File: src/design/dpme_pkg.sv
`timescale 1ns / 1ps
package dpme_pkg;

    localparam int PWM_PERIOD  = 100;
    localparam int COUNT_WIDTH = 16;
    localparam int FULL_POWER  = 99;

    localparam int PH_W    = $clog2(PWM_PERIOD + 1);
    localparam int PWR_W   = 8;
    localparam int TGT_W   = 17;
    localparam int VAL_W   = 16;
    localparam int OCNT_W  = 16;
    localparam int TCMP_W  = (COUNT_WIDTH > TGT_W) ? COUNT_WIDTH : TGT_W;

    typedef enum logic [2:0] {
        CMD_TICK  = 3'd0,
        CMD_ENC   = 3'd1,
        CMD_SET   = 3'd2,
        CMD_MOVE  = 3'd3,
        CMD_CLEAR = 3'd4
    } cmd_t;

    // phase counter and pin pair of one pwm side (bit0 forward, bit1 backward)
    typedef struct packed {
        logic [PH_W-1:0] phase;
        logic [1:0]      pins;
    } pwm_side_t;

endpackage

File: src/design/dpme_pwm_chan.sv
`timescale 1ns / 1ps
module dpme_pwm_chan
    import dpme_pkg::*;
(
    input  pwm_side_t                cur,
    input  logic signed [PWR_W-1:0]  power,
    output pwm_side_t                nxt
);

    logic [PH_W-1:0]  ph;
    logic [PWR_W-1:0] power_mag;

    always_comb begin
        ph        = cur.phase + PH_W'(1);
        power_mag = power[PWR_W-1] ? PWR_W'(-power) : PWR_W'(power);
        nxt.pins  = cur.pins;
        nxt.phase = ph;
        // duty over: drop both pins
        if (PWR_W'(ph) >= power_mag) begin
            nxt.pins = 2'b00;
        end
        // period wrap: raise the pin of the sign
        if (ph >= PH_W'(PWM_PERIOD)) begin
            nxt.phase = '0;
            if (!power[PWR_W-1] && (power != '0)) begin
                nxt.pins[0] = 1'b1;
            end else if (power[PWR_W-1]) begin
                nxt.pins[1] = 1'b1;
            end
        end
    end

endmodule

File: src/design/dual_pwm_motor_encoder_move.sv
`timescale 1ns / 1ps
// Dual sign-magnitude PWM motor driver with encoder edge counting and moves.
// Slave channel s_*: one request per command; s_tuser carries the command
// code, s_tdata the signed left/right values and the sampled encoder levels.
// Master channel m_*: one result per request, the drive pins, both edge
// counts and the move flag as they stand after that request.
// A request taken into the input register moves on once the result register is
// free or being taken: then the state is updated and the result register is
// loaded together, and m_tvalid goes high with the loaded result.
// Throughput: one request per cycle while m_tready keeps up; all state updates
// are done by one pass of compare/increment logic between the input and result registers.
// Reset (aresetn low, synchronous) clears phases, powers, counts, pins,
// the move flag and both valid flags.
// When m_tready is low the result register holds; the input register still
// takes one more request, then s_tready falls until the result is taken.
module dual_pwm_motor_encoder_move
    import dpme_pkg::*;
(
    input  logic        aclk,
    input  logic        aresetn,
    input  logic        s_tvalid,
    output logic        s_tready,
    // [15:0] left_value, [31:16] right_value, [32] enc_left_level,
    // [33] enc_right_level, [39:34] zero
    input  logic [39:0] s_tdata,
    // [2:0] command
    input  logic [2:0]  s_tuser,
    output logic        m_tvalid,
    input  logic        m_tready,
    // [0] left_forward, [1] left_backward, [2] right_forward,
    // [3] right_backward, [19:4] left_count, [35:20] right_count,
    // [36] move_active, [39:37] zero
    output logic [39:0] m_tdata
);

    // input register
    logic                    in_valid_reg, in_valid_next;
    logic [2:0]              in_cmd_reg;
    logic signed [VAL_W-1:0] in_left_reg, in_right_reg;
    logic                    in_enc_l_reg, in_enc_r_reg;

    // block state
    pwm_side_t               left_side_reg, right_side_reg;
    pwm_side_t               left_side_next, right_side_next;
    pwm_side_t               left_tick, right_tick;
    logic signed [PWR_W-1:0] left_power_reg, right_power_reg;
    logic signed [PWR_W-1:0] left_power_next, right_power_next;
    logic signed [PWR_W-1:0] saved_left_reg, saved_right_reg;
    logic signed [PWR_W-1:0] saved_left_next, saved_right_next;
    logic [TGT_W-1:0]        left_target_reg, right_target_reg;
    logic [TGT_W-1:0]        left_target_next, right_target_next;
    logic [COUNT_WIDTH-1:0]  left_edges_reg, right_edges_reg;
    logic [COUNT_WIDTH-1:0]  left_edges_next, right_edges_next;
    logic [1:0]              last_enc_reg, last_enc_next;
    logic                    moving_reg, moving_next;

    // result register
    logic                    out_valid_reg, out_valid_next;
    logic [39:0]             out_data_reg;

    logic                    s_fire, advance;
    logic signed [TGT_W-1:0] left_ext, right_ext;

    assign advance  = in_valid_reg && (!out_valid_reg || m_tready);
    assign s_tready = !in_valid_reg || advance;
    assign s_fire   = s_tvalid && s_tready;
    assign m_tvalid = out_valid_reg;
    assign m_tdata  = out_data_reg;

    dpme_pwm_chan u_left_chan (
        .cur   (left_side_reg),
        .power (left_power_reg),
        .nxt   (left_tick)
    );

    dpme_pwm_chan u_right_chan (
        .cur   (right_side_reg),
        .power (right_power_reg),
        .nxt   (right_tick)
    );

    function automatic logic signed [PWR_W-1:0] clamp_power(
        input logic signed [VAL_W-1:0] v
    );
        logic signed [PWR_W-1:0] r;
        if (v > VAL_W'(FULL_POWER)) begin
            r = PWR_W'(FULL_POWER);
        end else if (v < -VAL_W'(FULL_POWER)) begin
            r = -PWR_W'(FULL_POWER);
        end else begin
            r = v[PWR_W-1:0];
        end
        return r;
    endfunction

    always_comb begin
        in_valid_next = in_valid_reg;
        if (s_fire) begin
            in_valid_next = 1'b1;
        end else if (advance) begin
            in_valid_next = 1'b0;
        end
        out_valid_next = out_valid_reg;
        if (advance) begin
            out_valid_next = 1'b1;
        end else if (m_tready) begin
            out_valid_next = 1'b0;
        end
    end

    always_comb begin
        left_side_next    = left_side_reg;
        right_side_next   = right_side_reg;
        left_power_next   = left_power_reg;
        right_power_next  = right_power_reg;
        saved_left_next   = saved_left_reg;
        saved_right_next  = saved_right_reg;
        left_target_next  = left_target_reg;
        right_target_next = right_target_reg;
        left_edges_next   = left_edges_reg;
        right_edges_next  = right_edges_reg;
        last_enc_next     = last_enc_reg;
        moving_next       = moving_reg;
        left_ext          = TGT_W'(in_left_reg);
        right_ext         = TGT_W'(in_right_reg);

        case (in_cmd_reg)
            CMD_TICK: begin
                left_side_next  = left_tick;
                right_side_next = right_tick;
            end
            CMD_ENC: begin
                if (last_enc_reg[0] != in_enc_l_reg) begin
                    left_edges_next = left_edges_reg + COUNT_WIDTH'(1);
                end
                if (last_enc_reg[1] != in_enc_r_reg) begin
                    right_edges_next = right_edges_reg + COUNT_WIDTH'(1);
                end
                last_enc_next = {in_enc_r_reg, in_enc_l_reg};
            end
            CMD_SET: begin
                if (!moving_reg) begin
                    left_power_next  = clamp_power(in_left_reg);
                    right_power_next = clamp_power(in_right_reg);
                end
            end
            CMD_MOVE: begin
                if (!moving_reg) begin
                    left_edges_next   = '0;
                    right_edges_next  = '0;
                    saved_left_next   = left_power_reg;
                    saved_right_next  = right_power_reg;
                    left_power_next   = in_left_reg[VAL_W-1] ?
                                        -PWR_W'(FULL_POWER) : PWR_W'(FULL_POWER);
                    right_power_next  = in_right_reg[VAL_W-1] ?
                                        -PWR_W'(FULL_POWER) : PWR_W'(FULL_POWER);
                    left_target_next  = left_ext[TGT_W-1] ? TGT_W'(-left_ext)
                                                          : TGT_W'(left_ext);
                    right_target_next = right_ext[TGT_W-1] ? TGT_W'(-right_ext)
                                                           : TGT_W'(right_ext);
                    moving_next       = 1'b1;
                end
            end
            CMD_CLEAR: begin
                if (!moving_reg) begin
                    left_edges_next  = '0;
                    right_edges_next = '0;
                end
            end
            default: begin
            end
        endcase

        // completion check on the updated counts, the starting request included
        if (moving_next) begin
            if (TCMP_W'(left_edges_next) >= TCMP_W'(left_target_next)) begin
                left_power_next = '0;
            end
            if (TCMP_W'(right_edges_next) >= TCMP_W'(right_target_next)) begin
                right_power_next = '0;
            end
            if ((left_power_next == '0) && (right_power_next == '0)) begin
                left_power_next  = saved_left_next;
                right_power_next = saved_right_next;
                moving_next      = 1'b0;
            end
        end
    end

    always_ff @(posedge aclk) begin
        if (!aresetn) begin
            in_valid_reg     <= 1'b0;
            out_valid_reg    <= 1'b0;
            left_side_reg    <= '0;
            right_side_reg   <= '0;
            left_power_reg   <= '0;
            right_power_reg  <= '0;
            saved_left_reg   <= '0;
            saved_right_reg  <= '0;
            left_target_reg  <= '0;
            right_target_reg <= '0;
            left_edges_reg   <= '0;
            right_edges_reg  <= '0;
            last_enc_reg     <= '0;
            moving_reg       <= 1'b0;
        end else begin
            in_valid_reg  <= in_valid_next;
            out_valid_reg <= out_valid_next;
            if (advance) begin
                left_side_reg    <= left_side_next;
                right_side_reg   <= right_side_next;
                left_power_reg   <= left_power_next;
                right_power_reg  <= right_power_next;
                saved_left_reg   <= saved_left_next;
                saved_right_reg  <= saved_right_next;
                left_target_reg  <= left_target_next;
                right_target_reg <= right_target_next;
                left_edges_reg   <= left_edges_next;
                right_edges_reg  <= right_edges_next;
                last_enc_reg     <= last_enc_next;
                moving_reg       <= moving_next;
            end
        end
    end

    always_ff @(posedge aclk) begin
        if (s_fire) begin
            in_cmd_reg   <= s_tuser;
            in_left_reg  <= s_tdata[15:0];
            in_right_reg <= s_tdata[31:16];
            in_enc_l_reg <= s_tdata[32];
            in_enc_r_reg <= s_tdata[33];
        end
        if (advance) begin
            out_data_reg <= {3'b000, moving_next,
                             OCNT_W'(right_edges_next), OCNT_W'(left_edges_next),
                             right_side_next.pins, left_side_next.pins};
        end
    end

endmodule

File: config.mk
export PLATFORM = sky130hd
export DESIGN_NAME = dual_pwm_motor_encoder_move
export DESIGN_NICKNAME = d
export VERILOG_FILES = /design/src/design/dpme_pkg.sv /design/src/design/dpme_pwm_chan.sv /design/src/design/dual_pwm_motor_encoder_move.sv
export SDC_FILE = /design/constraint.sdc
export NUM_CORES = 1
export LEC_CHECK = 0
export ABC_CLOCK_PERIOD_IN_PS = 4420
export BUFFER_PORTS_ARGS = -buffer_cell sky130_fd_sc_hd__buf_2
export CORE_ASPECT_RATIO = 1.75
export CORE_MARGIN = 3
export CORE_UTILIZATION = 40
export CTS_CLUSTER_DIAMETER = 80
export DETAILED_ROUTE_END_ITERATION = 16
export PLACE_DENSITY = 0.63
export SETUP_SLACK_MARGIN = 0.1
export SLEW_MARGIN = 10
export SYNTH_ARGS = -nofsm -noshare
export SYNTH_HDL_FRONTEND = slang
export SYNTH_HIERARCHICAL = 1
export SYNTH_SLANG_ARGS = --single-unit
export TNS_END_PERCENT = 50
File: constraint.sdc
create_clock -name aclk -period 4.42 [get_ports aclk]
set_clock_uncertainty 0.15 [all_clocks]
set_input_delay 0.663 -clock aclk [delete_from_list [all_inputs] [get_ports aclk]]
set_output_delay 0.663 -clock aclk [all_outputs]
set_load 0.01 [all_outputs]
==> results.toml <==
[run_status]
status = "finished clean"

[global_routing]
grtUsageTotal = 0.199
overflow = 0
antenna_found_initial = 0
grt_pass1_vias = 9025
grt_pass1_wl_mm = 47.5
grt_max_degree = 74

[yosys]
async_flop_share = 0
synth_top_cell_by_area = "dfxtp_1"
synth-warning-count = 6
syn_area_um2 = 11100
ys_types = 81
synthTopCellsByArea = "dfxtp_1 22%, edfxtp_1 20%, nand2_1 6.7%"
ys_ff_latch = 195
ys_seq_area_frac = 0.417
synthFlopType = "dfxtp_1"
synth_edf_count = 74
synthCells = 1289
synth.top_cell.area_share = 0.217
post_synth.cell_area_avg_um2 = 8.64

[final_layout]
design_area_um2 = 13000
syn_to_final_growth_pct = 16.7
fillers = 2593
fin_util = 0.476
nets = 1489
largest_register_ffs = 37
antenna_cells = 0
instances_no_fill = 1769
drive_gt1_frac = 0.175

[die]
die_h_um = 227
fp.dieW_um = 132
io_pins = 89
design.core.area_um2 = 27300
num_rows = 80
die_area_um2 = 30000
initial_core_util = 0.408

[worst_setup_path]
cp_data_required_time_ns = 4.61
crit_arrival_ns = 4.49
path_class = "reg2reg"
cp_slowest_stage_delay_ns = 0.43
critPathMaxFanout = 5
cp_cell_sequence = "or3_4 > or4_4 > or2_4 > o41ai_4 > xor2_1 > buf_4 > nor2_4 > a21oi_2 > ha_1 > nand4_1 > nor3_2 > a21oi_1 > nand4_1 > o211ai_1 > buf_4 > nand2b_4 > and3_4 > a221o_1"
end_kind = "register"
critPathSlowestCell = "or4_4"
cp-start-kind = "register"

[timing]
fmax_mhz = 232
period_share = 0.973
fin_crit_ns = 4.30
timing.slew.headroom = 0.338
setup_violations = 0
slew_violations = 0
tightest_slew_ns = 0.990
rsz0062_at_grt = "yes"
fin_ws_ns = 0.118
hold_viol = 0

[place]
io_buffers = 79
gp_congestion = 0.924
place_ws_ns = -0.136
placed_cells = 1725
dp_hpwl_mm = 21.9
place_area_um2 = 12200

[clocking]
cts_tree = "yes"
cts_hold_buf = 0
cts_buffers = 17
clock-sinks = 195
cts-root-buf = "clkbuf_16"
ctsLongestPathBuffers = 2
clk_pin_slew_ns = 0.08
clk_latency_ns = 0.47
h-tree-depth = 4

[detailed_routing]
drtAntennaViolNets = 0
viasPerCell = 5.53
firstDrtPassIters = 8
num_vias = 9776
wire_per_inst_um = 16.9
wl_mm = 29.9
drtIter0Drc = 821
drc = 0

[min_path]
hold_path.class = "in2reg"

[job]
cap_violations = 0

[power]
p_leak_nw = 4.87
power_density_nw_per_um2 = 323
vdd_drop_max_v = 0.000302
## worst paths after layout
kind | from | end | cells after the start | slack (ns)
hold / removal | s_tdata[27] | in_right_reg[11] | 1 | 0.22
setup reg to reg | in_right_reg[3] | right_power_reg[6] | 18 | 0.12
hold reg to reg | left_target_reg[15] | left_target_reg[15] | 2 | 0.31
setup / recovery | in_right_reg[3] | right_power_reg[6] | 18 | 0.12
## synth_stat cells (5+ instances only)
master	instances
nand2_1	198
nor2_1	143
a21oi_1	136
dfxtp_1	121
edfxtp_1	74
o21ai_0	72
clkbuf_1	57
ha_1	55
a211oi_1	34
xor2_1	34
inv_1	29
nand4_1	22
nand3_1	20
mux2i_1	16
nor3_1	16
o31ai_1	15
xnor2_1	15
a31oi_1	14
nand2b_1	14
nor2b_1	14
a221o_1	11
a21o_1	10
a22o_1	10
and2_1	10
o211ai_1	10
nor4_1	9
or3_1	9
and3_1	8
o211a_1	6
and4_1	5
mux2_2	5
o22ai_1	5
o41ai_1	5
or2_2	5
## cell type report
cell class,instances,area [um2],share of cell area
flip-flops and latches,195,4650,0.357
repair buffers,148,955,0.0735
well taps,369,462,0.0355
multi-input cells,994,6230,0.479
clock buffers,17,425,0.0327
inverters,31,116,0.00895
clock inverters,15,165,0.0127
## report_power, final
part | internal [mW] | total, mW | switching (mW)
sequential | 1.93 | 2.01 | 0.0754
combinational | 0.258 | 0.646 | 0.389
clock | 0.757 | 1.55 | 0.789
total | 2.94 | 4.20 | 1.25
## critical path, delay by kind of cell (launching register included)
family | cells | cell delay (ns)
DFF | 1 | 0.40
xor gates and xnor gates | 1 | 0.10
and+or+nand+nor | 9 | 1.98
buffers and inverters | 2 | 0.40
adders and majority gates | 1 | 0.30
AOI/OAI and AO/OA | 5 | 0.86
## placed cells by master, fill, tap and decap left out, types with 17 or more instances in the layout
| cell type | Yosys | routed |
|---|---|---|
| a21oi_1 | 136 | 133 |
| buf_2 | 4 | 79 |
| nand4_1 | 22 | 22 |
| nor2_1 | 143 | 138 |
| edfxtp_1 | 74 | 74 |
| dfxtp_1 | 121 | 120 |
| xor2_1 | 34 | 34 |
| buf_4 | 4 | 65 |
| inv_1 | 29 | 27 |
| ha_1 | 55 | 55 |
| a211oi_1 | 34 | 34 |
| nand3_1 | 20 | 20 |
| clkbuf_16 | 0 | 17 |
| o21ai_0 | 72 | 70 |
| nand2_1 | 198 | 196 |
## logic make-up after synthesis
logic type,Yosys count,share of synthesized area
mux,21,0.0194
buf+inv,103,0.0392
simple gates,500,0.213
xor+xnor,51,0.0415
other cells,1,0.000337
fa+ha+maj,55,0.0618
compound gates,363,0.208
flops,195,0.417
## per-stage QoR
stage	setup TNS (ns)	hold WS [ns]	power, mW
after CTS	0	0.197	4.22
after detailed placement	-1.41	0.301	2.64
after global routing	-1.20	0.199	4.38
after floorplan	0	0.282	2.42
after global placement	-0.451	0.292	2.63
final	0	0.219	4.20
## metal layers
metal,up-vias,global-route usage,wire [um]
li1,4874,-,-
met1,4544,0.236,12100
met2,283,0.346,15200
met3,75,0.0293,1200
met4,0,0.111,1350
met5,-,0,0
## repair_timing
action | in CTS | in global routing
endpoints found under the hold margin | 0 | 0
endpoints found under the setup margin | 15 | 18
gates cloned | 1 | 0
buffers inserted | 6 | 5
resized for setup | 16 | 18
pin swaps | 10 | 17
Note: power is estimated with default switching activity, not from simulation.
